<file path="src/sv/morton_cell_point_grouper_unit_assert.svh">
`ifndef MORTON_CELL_POINT_GROUPER_UNIT_ASSERT_SVH
`define MORTON_CELL_POINT_GROUPER_UNIT_ASSERT_SVH

// same-cycle implication
`define MCPG_ASSERT_IMP(lbl, clk, rst, ante, cons, msg) \
   lbl: assert property (@(posedge clk) disable iff (rst) (ante) |-> (cons)) \
      else $error(msg);

// next-cycle implication
`define MCPG_ASSERT_NXT(lbl, clk, rst, ante, cons, msg) \
   lbl: assert property (@(posedge clk) disable iff (rst) (ante) |=> (cons)) \
      else $error(msg);

`endif

</file>
<file path="src/sv/mcpg_pkg.sv">
package mcpg_pkg;

   localparam int unsigned COUNT_WIDTH     = 24;
   localparam int unsigned COORD_WIDTH     = 32;
   localparam int unsigned CELL_PIXEL_LOG2 = 5;
   localparam int unsigned TILE_PIXEL_LOG2 = 8;
   localparam int unsigned ZOOM_WIDTH      = 5;
   localparam int unsigned CODE_WIDTH      = 2 * COORD_WIDTH;
   localparam int unsigned SUM_WIDTH       = COORD_WIDTH + COUNT_WIDTH;
   localparam int unsigned CELL_LOG2_BASE  =
      COORD_WIDTH - (TILE_PIXEL_LOG2 - CELL_PIXEL_LOG2);
   localparam int unsigned CL_WIDTH        = $clog2(CELL_LOG2_BASE + 1);
   localparam int unsigned SHIFT_WIDTH     = CL_WIDTH + 1;
   localparam int unsigned STEP_WIDTH      = $clog2(SUM_WIDTH);
   localparam int unsigned QUEUE_DEPTH     = 4;
   localparam int unsigned QPTR_WIDTH      = $clog2(QUEUE_DEPTH);
   localparam int unsigned QCNT_WIDTH      = $clog2(QUEUE_DEPTH + 1);
   localparam int unsigned CSR_INDEX_WIDTH = 2;

   localparam logic [COUNT_WIDTH-1:0] COUNT_MAX = '1;

   localparam logic [CSR_INDEX_WIDTH-1:0] CSR_VIEW_MIN   = 2'd0;
   localparam logic [CSR_INDEX_WIDTH-1:0] CSR_VIEW_MAX   = 2'd1;
   localparam logic [CSR_INDEX_WIDTH-1:0] CSR_ZOOM_LEVEL = 2'd2;

   typedef struct packed {
      logic [SUM_WIDTH-1:0]   x_total;
      logic [SUM_WIDTH-1:0]   y_total;
      logic [COUNT_WIDTH-1:0] count;
      logic                   end_of_groups;
   } grp_rec_type;

   typedef struct packed {
      logic first;
      logic second;
   } grp_push_type;

   typedef struct packed {
      logic has_item;
      logic has_room;
   } que_stat_type;

   function automatic logic [COORD_WIDTH-1:0] deinterleave(
      input logic [CODE_WIDTH-1:0] code,
      input logic                  odd
   );
      logic [COORD_WIDTH-1:0] v;
      v = '0;
      for (int i = 0; i < COORD_WIDTH; i++) begin
         v[i] = odd ? code[2*i+1] : code[2*i];
      end
      return v;
   endfunction

   function automatic logic [CODE_WIDTH-1:0] interleave(
      input logic [COORD_WIDTH-1:0] x,
      input logic [COORD_WIDTH-1:0] y
   );
      logic [CODE_WIDTH-1:0] c;
      c = '0;
      for (int i = 0; i < COORD_WIDTH; i++) begin
         c[2*i]   = x[i];
         c[2*i+1] = y[i];
      end
      return c;
   endfunction

endpackage

</file>
<file path="src/sv/mcpg_front.sv">
module mcpg_front (
   input  logic                                   clock,
   input  logic                                   reset,
   input  logic                                   req_push,
   output logic                                   req_full,
   input  logic [mcpg_pkg::CODE_WIDTH-1:0]        req_code,
   input  logic                                   req_last,
   input  logic                                   csr_we,
   input  logic [mcpg_pkg::CSR_INDEX_WIDTH-1:0]   csr_index,
   input  logic [mcpg_pkg::CODE_WIDTH-1:0]        csr_wdata,
   input  mcpg_pkg::que_stat_type                 que_stat,
   output mcpg_pkg::grp_push_type                 grp_push,
   output mcpg_pkg::grp_rec_type                  rec_first,
   output mcpg_pkg::grp_rec_type                  rec_second
);

   logic [mcpg_pkg::CODE_WIDTH-1:0]  view_min_ff, view_min_in;
   logic [mcpg_pkg::CODE_WIDTH-1:0]  view_max_ff, view_max_in;
   logic [mcpg_pkg::ZOOM_WIDTH-1:0]  zoom_ff, zoom_in;
   logic                             open_ff, open_in;
   logic [mcpg_pkg::CODE_WIDTH:0]    cell_end_ff, cell_end_in;
   logic [mcpg_pkg::SUM_WIDTH-1:0]   x_total_ff, x_total_in;
   logic [mcpg_pkg::SUM_WIDTH-1:0]   y_total_ff, y_total_in;
   logic [mcpg_pkg::COUNT_WIDTH-1:0] count_ff, count_in;

   logic                             accept;
   logic [mcpg_pkg::COORD_WIDTH-1:0] code_x, code_y, x0, y0, x1, y1;
   logic                             in_view, in_rect, joins, closes, opens, flush;
   logic [mcpg_pkg::CL_WIDTH-1:0]    cl;
   logic [mcpg_pkg::SHIFT_WIDTH-1:0] shift;
   logic [mcpg_pkg::CODE_WIDTH-1:0]  base_keep;
   logic [mcpg_pkg::CODE_WIDTH:0]    new_end;
   logic                             a_open;
   mcpg_pkg::grp_rec_type            close_rec, flush_rec;

   assign req_full = !que_stat.has_room;
   assign accept   = req_push && !req_full;

   always_comb begin
      code_x = mcpg_pkg::deinterleave(req_code, 1'b0);
      code_y = mcpg_pkg::deinterleave(req_code, 1'b1);
      x0     = mcpg_pkg::deinterleave(view_min_ff, 1'b0);
      y0     = mcpg_pkg::deinterleave(view_min_ff, 1'b1);
      x1     = mcpg_pkg::deinterleave(view_max_ff, 1'b0);
      y1     = mcpg_pkg::deinterleave(view_max_ff, 1'b1);

      in_view = (req_code >= view_min_ff) && (req_code <= view_max_ff);
      in_rect = (code_x >= x0) && (code_x <= x1) && (code_y >= y0) && (code_y <= y1);
      joins   = in_view && open_ff && ({1'b0, req_code} < cell_end_ff);
      closes  = in_view && open_ff && !joins;
      opens   = in_view && !joins && in_rect;

      // cell size from zoom, clamped at one code
      if (zoom_ff > mcpg_pkg::ZOOM_WIDTH'(mcpg_pkg::CELL_LOG2_BASE)) begin
         cl = '0;
      end else begin
         cl = mcpg_pkg::CL_WIDTH'(mcpg_pkg::CELL_LOG2_BASE) - mcpg_pkg::CL_WIDTH'(zoom_ff);
      end
      shift     = {cl, 1'b0};
      base_keep = {mcpg_pkg::CODE_WIDTH{1'b1}} << shift;
      new_end   = {1'b0, req_code & base_keep}
                + ((mcpg_pkg::CODE_WIDTH + 1)'(1) << shift);

      close_rec.x_total       = x_total_ff;
      close_rec.y_total       = y_total_ff;
      close_rec.count         = count_ff;
      close_rec.end_of_groups = 1'b0;

      a_open      = open_ff;
      cell_end_in = cell_end_ff;
      x_total_in  = x_total_ff;
      y_total_in  = y_total_ff;
      count_in    = count_ff;
      if (accept && in_view) begin
         if (joins) begin
            if (count_ff != mcpg_pkg::COUNT_MAX) begin
               x_total_in = x_total_ff + mcpg_pkg::SUM_WIDTH'(code_x);
               y_total_in = y_total_ff + mcpg_pkg::SUM_WIDTH'(code_y);
               count_in   = count_ff + mcpg_pkg::COUNT_WIDTH'(1);
            end
         end else begin
            a_open = opens;
            if (opens) begin
               cell_end_in = new_end;
               x_total_in  = mcpg_pkg::SUM_WIDTH'(code_x);
               y_total_in  = mcpg_pkg::SUM_WIDTH'(code_y);
               count_in    = mcpg_pkg::COUNT_WIDTH'(1);
            end
         end
      end

      flush                   = accept && req_last && a_open;
      flush_rec.x_total       = x_total_in;
      flush_rec.y_total       = y_total_in;
      flush_rec.count         = count_in;
      flush_rec.end_of_groups = 1'b1;
      if (req_last && !a_open) begin
         close_rec.end_of_groups = 1'b1;
      end

      grp_push.first  = (accept && closes) || flush;
      grp_push.second = accept && closes && flush;
      rec_first       = (accept && closes) ? close_rec : flush_rec;
      rec_second      = flush_rec;
      open_in         = a_open && !flush;

      view_min_in = view_min_ff;
      view_max_in = view_max_ff;
      zoom_in     = zoom_ff;
      if (csr_we) begin
         unique case (csr_index)
            mcpg_pkg::CSR_VIEW_MIN:   view_min_in = csr_wdata;
            mcpg_pkg::CSR_VIEW_MAX:   view_max_in = csr_wdata;
            mcpg_pkg::CSR_ZOOM_LEVEL: zoom_in     = csr_wdata[mcpg_pkg::ZOOM_WIDTH-1:0];
            default: begin
            end
         endcase
      end
   end

   always_ff @(posedge clock) begin
      if (reset) begin
         view_min_ff <= '0;
         view_max_ff <= '1;
         zoom_ff     <= '0;
         open_ff     <= 1'b0;
      end else begin
         view_min_ff <= view_min_in;
         view_max_ff <= view_max_in;
         zoom_ff     <= zoom_in;
         open_ff     <= open_in;
      end
   end

   always_ff @(posedge clock) begin
      cell_end_ff <= cell_end_in;
      x_total_ff  <= x_total_in;
      y_total_ff  <= y_total_in;
      count_ff    <= count_in;
   end

endmodule

</file>
<file path="src/sv/mcpg_queue.sv">
module mcpg_queue (
   input  logic                   clock,
   input  logic                   reset,
   input  mcpg_pkg::grp_push_type grp_push,
   input  mcpg_pkg::grp_rec_type  rec_first,
   input  mcpg_pkg::grp_rec_type  rec_second,
   input  logic                   que_pop,
   output mcpg_pkg::que_stat_type que_stat,
   output mcpg_pkg::grp_rec_type  que_head
);

   mcpg_pkg::grp_rec_type           slot_ff [mcpg_pkg::QUEUE_DEPTH];
   logic [mcpg_pkg::QPTR_WIDTH-1:0] wr_ptr_ff, wr_ptr_in, rd_ptr_ff, rd_ptr_in;
   logic [mcpg_pkg::QPTR_WIDTH-1:0] wr_next;
   logic [mcpg_pkg::QCNT_WIDTH-1:0] cnt_ff, cnt_in;
   logic                            pop_ok;

   always_comb begin
      pop_ok  = que_pop && (cnt_ff != '0);
      wr_next = wr_ptr_ff + mcpg_pkg::QPTR_WIDTH'(1);
      cnt_in  = cnt_ff + mcpg_pkg::QCNT_WIDTH'(grp_push.first)
              + mcpg_pkg::QCNT_WIDTH'(grp_push.second) - mcpg_pkg::QCNT_WIDTH'(pop_ok);
      wr_ptr_in = wr_ptr_ff + mcpg_pkg::QPTR_WIDTH'(grp_push.first)
                + mcpg_pkg::QPTR_WIDTH'(grp_push.second);
      rd_ptr_in = rd_ptr_ff + mcpg_pkg::QPTR_WIDTH'(pop_ok);

      que_stat.has_item = cnt_ff != '0;
      que_stat.has_room = cnt_ff <= mcpg_pkg::QCNT_WIDTH'(mcpg_pkg::QUEUE_DEPTH - 2);
      que_head          = slot_ff[rd_ptr_ff];
   end

   always_ff @(posedge clock) begin
      if (reset) begin
         wr_ptr_ff <= '0;
         rd_ptr_ff <= '0;
         cnt_ff    <= '0;
      end else begin
         wr_ptr_ff <= wr_ptr_in;
         rd_ptr_ff <= rd_ptr_in;
         cnt_ff    <= cnt_in;
      end
   end

   always_ff @(posedge clock) begin
      if (grp_push.first) begin
         slot_ff[wr_ptr_ff] <= rec_first;
      end
      if (grp_push.second) begin
         slot_ff[wr_next] <= rec_second;
      end
   end

endmodule

</file>
<file path="src/sv/mcpg_back.sv">
module mcpg_back (
   input  logic                                 clock,
   input  logic                                 reset,
   input  mcpg_pkg::que_stat_type               que_stat,
   input  mcpg_pkg::grp_rec_type                que_head,
   output logic                                 que_pop,
   output logic                                 rsp_empty,
   input  logic                                 rsp_pop,
   output logic [mcpg_pkg::CODE_WIDTH-1:0]      rsp_group_code,
   output logic [mcpg_pkg::COUNT_WIDTH-1:0]     rsp_point_count,
   output logic                                 rsp_saturated,
   output logic                                 rsp_end_of_groups
);

   typedef enum logic [1:0] {
      ST_IDLE,
      ST_DIVIDE,
      ST_HOLD
   } state_type;

   state_type                        state_ff, state_in;
   logic [mcpg_pkg::STEP_WIDTH-1:0]  step_ff, step_in;
   logic [mcpg_pkg::SUM_WIDTH-1:0]   xq_ff, xq_in, yq_ff, yq_in;
   logic [mcpg_pkg::COUNT_WIDTH-1:0] xr_ff, xr_in, yr_ff, yr_in;
   logic [mcpg_pkg::COUNT_WIDTH-1:0] div_ff, div_in;
   logic                             eog_ff, eog_in;
   logic                             out_valid_ff, out_valid_in;
   logic [mcpg_pkg::CODE_WIDTH-1:0]  out_code_ff, out_code_in;
   logic [mcpg_pkg::COUNT_WIDTH-1:0] out_count_ff, out_count_in;
   logic                             out_sat_ff, out_sat_in;
   logic                             out_eog_ff, out_eog_in;

   logic [mcpg_pkg::COUNT_WIDTH:0]   x_sh, y_sh, x_dif, y_dif, div_ext;
   logic                             x_ge, y_ge, out_take;

   always_comb begin
      // restoring division, one quotient bit per cycle for both coordinates
      div_ext = {1'b0, div_ff};
      x_sh    = {xr_ff, xq_ff[mcpg_pkg::SUM_WIDTH-1]};
      y_sh    = {yr_ff, yq_ff[mcpg_pkg::SUM_WIDTH-1]};
      x_ge    = x_sh >= div_ext;
      y_ge    = y_sh >= div_ext;
      x_dif   = x_sh - div_ext;
      y_dif   = y_sh - div_ext;

      que_pop  = (state_ff == ST_IDLE) && que_stat.has_item;
      out_take = (state_ff == ST_HOLD) && (!out_valid_ff || rsp_pop);

      state_in = state_ff;
      step_in  = step_ff;
      xq_in    = xq_ff;
      yq_in    = yq_ff;
      xr_in    = xr_ff;
      yr_in    = yr_ff;
      div_in   = div_ff;
      eog_in   = eog_ff;

      unique case (state_ff)
         ST_IDLE: begin
            if (que_stat.has_item) begin
               xq_in    = que_head.x_total;
               yq_in    = que_head.y_total;
               xr_in    = '0;
               yr_in    = '0;
               div_in   = que_head.count;
               eog_in   = que_head.end_of_groups;
               step_in  = mcpg_pkg::STEP_WIDTH'(mcpg_pkg::SUM_WIDTH - 1);
               state_in = ST_DIVIDE;
            end
         end
         ST_DIVIDE: begin
            xq_in = {xq_ff[mcpg_pkg::SUM_WIDTH-2:0], x_ge};
            yq_in = {yq_ff[mcpg_pkg::SUM_WIDTH-2:0], y_ge};
            xr_in = x_ge ? x_dif[mcpg_pkg::COUNT_WIDTH-1:0] : x_sh[mcpg_pkg::COUNT_WIDTH-1:0];
            yr_in = y_ge ? y_dif[mcpg_pkg::COUNT_WIDTH-1:0] : y_sh[mcpg_pkg::COUNT_WIDTH-1:0];
            if (step_ff == '0) begin
               state_in = ST_HOLD;
            end else begin
               step_in = step_ff - mcpg_pkg::STEP_WIDTH'(1);
            end
         end
         ST_HOLD: begin
            if (out_take) begin
               state_in = ST_IDLE;
            end
         end
         default: begin
            state_in = ST_IDLE;
         end
      endcase

      out_code_in  = out_code_ff;
      out_count_in = out_count_ff;
      out_sat_in   = out_sat_ff;
      out_eog_in   = out_eog_ff;
      if (out_take) begin
         out_valid_in = 1'b1;
         out_code_in  = mcpg_pkg::interleave(xq_ff[mcpg_pkg::COORD_WIDTH-1:0],
                                             yq_ff[mcpg_pkg::COORD_WIDTH-1:0]);
         out_count_in = div_ff;
         out_sat_in   = div_ff == mcpg_pkg::COUNT_MAX;
         out_eog_in   = eog_ff;
      end else if (rsp_pop) begin
         out_valid_in = 1'b0;
      end else begin
         out_valid_in = out_valid_ff;
      end
   end

   always_ff @(posedge clock) begin
      if (reset) begin
         state_ff     <= ST_IDLE;
         out_valid_ff <= 1'b0;
      end else begin
         state_ff     <= state_in;
         out_valid_ff <= out_valid_in;
         step_ff      <= step_in;
         xq_ff        <= xq_in;
         yq_ff        <= yq_in;
         xr_ff        <= xr_in;
         yr_ff        <= yr_in;
         div_ff       <= div_in;
         eog_ff       <= eog_in;
         out_code_ff  <= out_code_in;
         out_count_ff <= out_count_in;
         out_sat_ff   <= out_sat_in;
         out_eog_ff   <= out_eog_in;
      end
   end

   assign rsp_empty         = !out_valid_ff;
   assign rsp_group_code    = out_code_ff;
   assign rsp_point_count   = out_count_ff;
   assign rsp_saturated     = out_sat_ff;
   assign rsp_end_of_groups = out_eog_ff;

endmodule

</file>
<file path="src/sv/morton_cell_point_grouper_unit.sv">
// Groups an ascending stream of 64-bit Morton codes into grid cells and
// returns one word per group: the Morton code of the mean point, its count,
// a saturation flag and an end-of-groups flag on the stream's final group.
// Input side is a queue: drive req_code/req_last with req_push while
// req_full is low. Result side is a queue: the oldest group is on rsp_*
// while rsp_empty is low; pulse rsp_pop to take it.
// csr_we/csr_index/csr_wdata write view_min (0), view_max (1), zoom_level (2)
// while the block is idle.
// Points are classified at one per cycle; a closed group costs nothing on
// the input side until the four-entry group queue fills (req_full rises when
// fewer than two entries are free).
// Each group then passes through the back end: it is taken from the
// queue, 56 restoring divider steps form both means, and the output
// register is loaded; the next group is taken only after that load.
// When the result side stalls, the finished group waits in the output
// register, the divider holds, the queue fills and req_full rises.
// Synchronous reset clears the registers to their defaults, closes any
// open group and empties both queues.
`include "morton_cell_point_grouper_unit_assert.svh"

module morton_cell_point_grouper_unit (
   input  logic                                 clock,
   input  logic                                 reset,
   input  logic                                 req_push,
   output logic                                 req_full,
   input  logic [mcpg_pkg::CODE_WIDTH-1:0]      req_code,
   input  logic                                 req_last,
   output logic                                 rsp_empty,
   input  logic                                 rsp_pop,
   output logic [mcpg_pkg::CODE_WIDTH-1:0]      rsp_group_code,
   output logic [mcpg_pkg::COUNT_WIDTH-1:0]     rsp_point_count,
   output logic                                 rsp_saturated,
   output logic                                 rsp_end_of_groups,
   input  logic                                 csr_we,
   input  logic [mcpg_pkg::CSR_INDEX_WIDTH-1:0] csr_index,
   input  logic [mcpg_pkg::CODE_WIDTH-1:0]      csr_wdata
);

   mcpg_pkg::que_stat_type que_stat;
   mcpg_pkg::grp_push_type grp_push;
   mcpg_pkg::grp_rec_type  rec_first, rec_second, que_head;
   logic                   que_pop;

   mcpg_front u_front (
      .clock      (clock),
      .reset      (reset),
      .req_push   (req_push),
      .req_full   (req_full),
      .req_code   (req_code),
      .req_last   (req_last),
      .csr_we     (csr_we),
      .csr_index  (csr_index),
      .csr_wdata  (csr_wdata),
      .que_stat   (que_stat),
      .grp_push   (grp_push),
      .rec_first  (rec_first),
      .rec_second (rec_second)
   );

   mcpg_queue u_queue (
      .clock      (clock),
      .reset      (reset),
      .grp_push   (grp_push),
      .rec_first  (rec_first),
      .rec_second (rec_second),
      .que_pop    (que_pop),
      .que_stat   (que_stat),
      .que_head   (que_head)
   );

   mcpg_back u_back (
      .clock             (clock),
      .reset             (reset),
      .que_stat          (que_stat),
      .que_head          (que_head),
      .que_pop           (que_pop),
      .rsp_empty         (rsp_empty),
      .rsp_pop           (rsp_pop),
      .rsp_group_code    (rsp_group_code),
      .rsp_point_count   (rsp_point_count),
      .rsp_saturated     (rsp_saturated),
      .rsp_end_of_groups (rsp_end_of_groups)
   );

   `MCPG_ASSERT_IMP(a_count_nonzero, clock, reset, !rsp_empty, rsp_point_count != '0, "group with zero count")
   `MCPG_ASSERT_IMP(a_sat_flag, clock, reset, !rsp_empty, rsp_saturated == (rsp_point_count == mcpg_pkg::COUNT_MAX), "saturation flag mismatch")
   `MCPG_ASSERT_IMP(a_full_has_item, clock, reset, req_full, que_stat.has_item, "input stalled with empty group queue")
   `MCPG_ASSERT_NXT(a_queue_keeps, clock, reset, que_stat.has_item && !que_pop, que_stat.has_item, "group queue lost an entry")

endmodule

</file>
<file path="config.mk">
export PLATFORM = sky130hd
export DESIGN_NAME = morton_cell_point_grouper_unit
export DESIGN_NICKNAME = d
export VERILOG_FILES = /design/src/sv/mcpg_pkg.sv /design/src/sv/mcpg_front.sv /design/src/sv/mcpg_queue.sv /design/src/sv/mcpg_back.sv /design/src/sv/morton_cell_point_grouper_unit.sv
export VERILOG_INCLUDE_DIRS = /design/src /design/src/sv
export SDC_FILE = /design/constraint.sdc
export NUM_CORES = 2
export LEC_CHECK = 0
export ABC_CLOCK_PERIOD_IN_PS = 19600
export BUFFER_PORTS_ARGS = -buffer_cell sky130_fd_sc_hd__buf_2
export CORE_MARGIN = 10
export CORE_UTILIZATION = 40
export CTS_CLUSTER_SIZE = 8
export DETAILED_ROUTE_END_ITERATION = 12
export PLACE_DENSITY = 0.53
export SYNTH_ARGS = -nofsm -noshare
export SYNTH_HDL_FRONTEND = slang
export SYNTH_SLANG_ARGS = --single-unit
</file>
<file path="constraint.sdc">
create_clock -name clock -period 19.6 [get_ports clock]
set_input_delay 3.92 -clock clock [delete_from_list [all_inputs] [get_ports clock]]
set_output_delay 3.92 -clock clock [all_outputs]
set_load 0.01 [all_outputs]
</file>
## Yosys cells after proc, flatten, opt, wreduce, memory -nomap -nowiden

Memory sizes are Yosys's and may differ from the RTL's. A register that Yosys moved wholly into a read port is not among the register bits.
Cells that the tools add are included.

- Add/sub/neg operators: 15
- Order comparisons: 11
- Equality and inequality tests: 10
- Shift operators: 2
- Mux-type cells: 40
- Bitwise gates (word level): 3
- Reduce and logical (&&, ||, !) cells: 42

Operator list:

| kind | number |
|---|---|
| two-way mux 56 bit | 10 |
| one-hot mux 56 bit (2 select lines) | 2 |
| two-way mux 24 bit | 7 |
| two-way mux 137 bit | 1 |
| adder 56 x 32 -> 56 bit | 2 |
| one-hot mux 24 bit (2 select lines) | 2 |
| adder 64 x 65 -> 65 bit | 1 |
| < comparator 64 x 65 -> 1 bit | 1 |
| left shift 1 x 6 -> 65 bit, first input constant | 1 |
| AND 64 bit | 1 |
| >= comparator 32 bit | 2 |
| >= comparator 64 bit | 1 |
| <= comparator 32 bit | 2 |
| <= comparator 64 bit | 1 |
| left shift 64 x 6 -> 64 bit, first input constant | 1 |
| >= comparator 25 x 24 -> 1 bit | 2 |
| subtractor 24 bit | 2 |
| adder 24 x 1 -> 24 bit, second input constant | 1 |
| equality test 24 bit, second input constant | 1 |
| inequality test 24 bit, second input constant | 1 |
| logical AND 1 bit | 20 |
| two-way mux 6 bit | 2 |
| one-hot mux 6 bit (2 select lines) | 1 |
| AND reduction 3 bit | 4 |
| 25 further kinds | 54 |

- Bits in registers: 626
- Bits in writable memories: 548
- Bits of input ports: 136
- Output and inout bits: 92
- Logic and storage cells: 148
- Memories kept: 1

Memories:

| memory | depth | bits a word | read ports | clocked after Yosys merged registers in | wr ports | line | RTL |
|---|---|---|---|---|---|---|---|
| u_queue.slot_ff | 4 | 137 | 1 | 1 | 2 | mcpg_queue.sv:12 | `mcpg_pkg::grp_rec_type slot_ff [mcpg_pkg::QUEUE_DEPTH];` |

## Logic depth before layout (Yosys ltp)

- Depth after elaboration: 14
- Mapped depth: 20
- Gate-level depth less buffers: 18

## Hierarchy

From an unflattened synthesis, not the netlist that was laid out.

- Cells, all modules: 6,025
- Area, all modules: 67,882.6 sq um

By module, submodules not included:

| module | times used | cells each | area an instance (sq um) | sequential area each (sq um) |
|---|---|---|---|---|
| mcpg_front | 1 | 3,484 | 27,751.6 | 7,357.1 |
| mcpg_queue | 1 | 1,366 | 26,703.1 | 16,595.9 |
| mcpg_back | 1 | 1,175 | 13,427.9 | 8,498.2 |

## Worst setup path after synthesis

No wires, ideal clock.

- Path kind: input to register
- Start point: input req_code[15] (netlist name)
- End point: memory u_queue.slot_ff[0][100] (netlist name), enable pin
- Library setup time: 820 ps
- Arrival: 15,745 ps
- Required time: 18,780 ps
- Setup slack: 3,035 ps
- Cell stages on the path: 11
- Path buffers: 0
- Cells stage by stage: ha_1 > a21oi_1 > o21ai_1 > a221o_1 > a221o_1 > a211o_1 > a221oi_2 > o311ai_4 > nor2_1 > nand2_1 > o21ai_0

RTL lines:

| what | line | RTL |
|---|---|---|
| start: declaration | morton_cell_point_grouper_unit.sv:26 | `input logic [mcpg_pkg::CODE_WIDTH-1:0] req_code,` |
| end: declaration | mcpg_queue.sv:12 |  |

==> impl_metrics.ini <==
[power_and_ir_drop]
p_per_area_mw_per_mm2 = 121
ir_drop_mv = 0.103
p_leak_nw = 27.0

[setup_path]
criticalPathCategory = input port to register
cp_slowest_cell = buf_4
cpMostUsedCell = buf_4
cp-start-kind = input port
cp.required_ns = 20.03
cp.arrival_ns = 10.92
crit_path_end_kind = register
max_stage_delay_ns = 0.86
path_cells = buf_2 > ha_1 > nand4_1 > nor4_1 > nand2_1 > nor4_1 > o31ai_1 > a31oi_2 > nand2_2 > buf_4 > o311ai_4 > nand2_4 > nand2_4 > buf_4 > buf_4
path_max_fanout = 67

[synthesis]
yosysWarnings = 0
async_flop_share_pct = 0
syn_nets = 6641
syn_inst = 6154
avgSynthCellArea_um2 = 10.4
synth_edf_count = 890
yosysMostFrequentCell = edfxtp_1
synth-main-ff-cell = edfxtp_1
synth_common_cells = edfxtp_1 (890), nand2_1 (889), nor2_1 (579)
synth_area_leaders = edfxtp_1 (42%), dfxtp_1 (8.9%), ha_1 (6.7%), nand2_1 (5.2%), mux4_2 (4.8%)
synth_cell_types = 106
synth_top_area_share_pct = 41.9
ys_seq_elements = 1174
syn_area_mm2 = 0.0638
ys_seq_area_share_pct = 50.8
synth_top_cell_by_area = edfxtp_1

[timing]
relSlewSlack_pct = 25.1
slew_viol_final = 0
min_period_ns = 10.50
worst_slack_ns = 9.10
final-hold-violation-count = 0
max_freq_mhz = 95.3
finalCritPeriodShare_pct = 53.6
rsz0062_at_grt = no
fin_worst_skew_ns = 0.0669
tightest_slew_ns = 1.12
fin_setup_tns_ns = 0
setup_violations = 0

[die]
dieArea_mm2 = 0.176
die_height_um = 420
ios = 228
core_area_mm2 = 0.159
start_util_pct = 40.3
rows = 146
die_x_um = 420

[final_layout]
fin_util_pct = 45.6
final_nets = 6819
layout-drive-gt1-share_pct = 11.5
n_fill_cell = 14900
final_area_mm2 = 0.0723
syn_to_final_growth_pct = 13.2
instances_no_fill = 8532

[min_path]
hold_class = register to register

[grt]
grt_overflow_total = 0
grt_max_degree = 91
antenna_found_initial = 4
grt_first_pass_wirelength_um = 309000
grtUsageTotal_pct = 22.9
grt_pass1_vias = 48700

[routing]
vias = 49600
initialDrtViolationCount = 4755
wire_per_inst_um = 24.2
drc = 0
ant_nets = 0
via_per_inst = 5.81
firstDrtPassIters = 8
wl_um = 206000

[clock_tree]
clk_latency_ns = 0.84
clockBufferDepth = 3
cts_resized = 0
cts_max_level = 4
tritoncts = yes
post_cts_buffers = 0
clock_sinks = 1174
root_buffer = clkbuf_16
holdBufCountCts = 0
cts-buffers-inserted = 167
cts.clk_slew.worst_paths_ns = 0.05

[place]
place_congestion = 0.900
dp_hpwl_um = 143000
dp_cells = 8235
place_worst_setup_slack_ns = 8.21
port_buffers = 227
placedInstanceArea_mm2 = 0.0672

[flow_run]
drv_cap = 0

[outcome]
outcome = finished, final reports clean
[cell families after synthesis]
logic type | after synthesis | share of synthesized area, %
AO/OA/AOI/OAI | 1588 | 16.1
XOR/XNOR | 151 | 2.07
adder cells (fa/ha/maj) | 353 | 6.99
buffers and inverters | 616 | 3.73
flip-flops | 1174 | 50.8
multiplexers | 201 | 5.85
AND/OR/NAND/NOR | 2071 | 14.5
[through the flow]
step	hold WS (ns)	power (mW)
floorplan	0.400	5.14
global placement	0.413	5.97
detailed placement	0.425	5.99
CTS	0.433	8.79
global route	0.447	9.19
finish	0.431	8.74
[layout by cell type (no fill, tap or decap), types with 50 or more instances in the layout]
cell,instances
inv_1,317
ha_1,344
buf_4,78
a211o_1,71
clkbuf_1,105
a21o_1,105
o22ai_1,64
mux2i_1,55
and3_1,57
o21a_1,50
nand2_1,883
nand4_1,78
clkbuf_16,167
a31oi_1,56
nor3_1,83
buf_2,226
xnor2_1,100
nand3_1,107
dfxtp_1,282
a21oi_1,392
nor2_1,577
o21ai_0,428
xor2_1,51
mux4_2,137
edfxtp_1,890
[critical path, delay by kind of cell]
kind | cells | cell delay, ns
AOI/OAI and AO/OA | 3 | 1.42
buffers and inverters | 4 | 2.18
adders and majority gates | 1 | 0.39
and+or+nand+nor | 7 | 2.81
[per-layer routing]
layer | vias up | global-route usage [%] | routed length (um)
met5 | - | 0 | 24
met4 | 4 | 7.92 | 6830
met3 | 342 | 4.28 | 14900
met2 | 1827 | 35.7 | 92200
met1 | 24300 | 31.8 | 92200
li1 | 23100 | - | -
[flip-flops by register name, summed over array words and instances (netlist names), 2 cells and up]
| register | count |
|---|---|
| u_back.xq_ff | 56 |
| u_back.xr_ff | 24 |
| u_front.zoom_ff | 5 |
| u_back.state_ff | 2 |
| u_queue.slot_ff | 548 |
| u_front.view_min_ff | 64 |
| u_back.yr_ff | 24 |
| u_front.x_total_ff | 56 |
| u_back.yq_ff | 56 |
| u_queue.cnt_ff | 3 |
| u_queue.rd_ptr_ff | 2 |
| u_back.rsp_group_code | 64 |
| u_queue.wr_ptr_ff | 2 |
| u_back.div_ff | 24 |
| u_front.y_total_ff | 56 |
| u_front.cell_end_ff | 65 |
| u_front.view_max_ff | 64 |
| u_front.count_ff | 24 |
| u_back.rsp_point_count | 24 |
| u_back.step_ff | 6 |
[power breakdown]
group          switching, mW  total (mW)  internal, mW  leakage (nW)
sequential             0.250        3.30          3.05          10.4
clock                   1.16        2.78          1.62          2.38
combinational           1.64        2.67          1.03          14.1
total                   3.04        8.74          5.70          27.0
[path summary, 6_finish.rpt]
| path | from | to | slack [ns] | cells after the start |
|---|---|---|---|---|
| max | req_code[63] | u_queue.slot_ff[1][90] | 9.10 | 15 |
| min | u_back.xq_ff[26] | u_back.rsp_group_code[52] | 0.43 | 0 |
| max reg2reg | u_front.view_min_ff[61] | u_queue.slot_ff[1][90] | 12.05 | 15 |
| min reg2reg | u_back.xq_ff[26] | u_back.rsp_group_code[52] | 0.43 | 0 |
[area by class of cell]
cell class / count / area [um2] / area share, %
multi-input combinational: 4364 / 29200 / 40.5
antenna: 2 / 5.00 / 0.00692
clock inverter: 19 / 440 / 0.609
inverter: 319 / 1200 / 1.66
tap: 2072 / 2590 / 3.59
timing repair buffer: 306 / 1760 / 2.43
sequential: 1174 / 32400 / 44.8
clock buffer: 276 / 4630 / 6.40
Note: power is estimated with default switching activity, not from simulation.
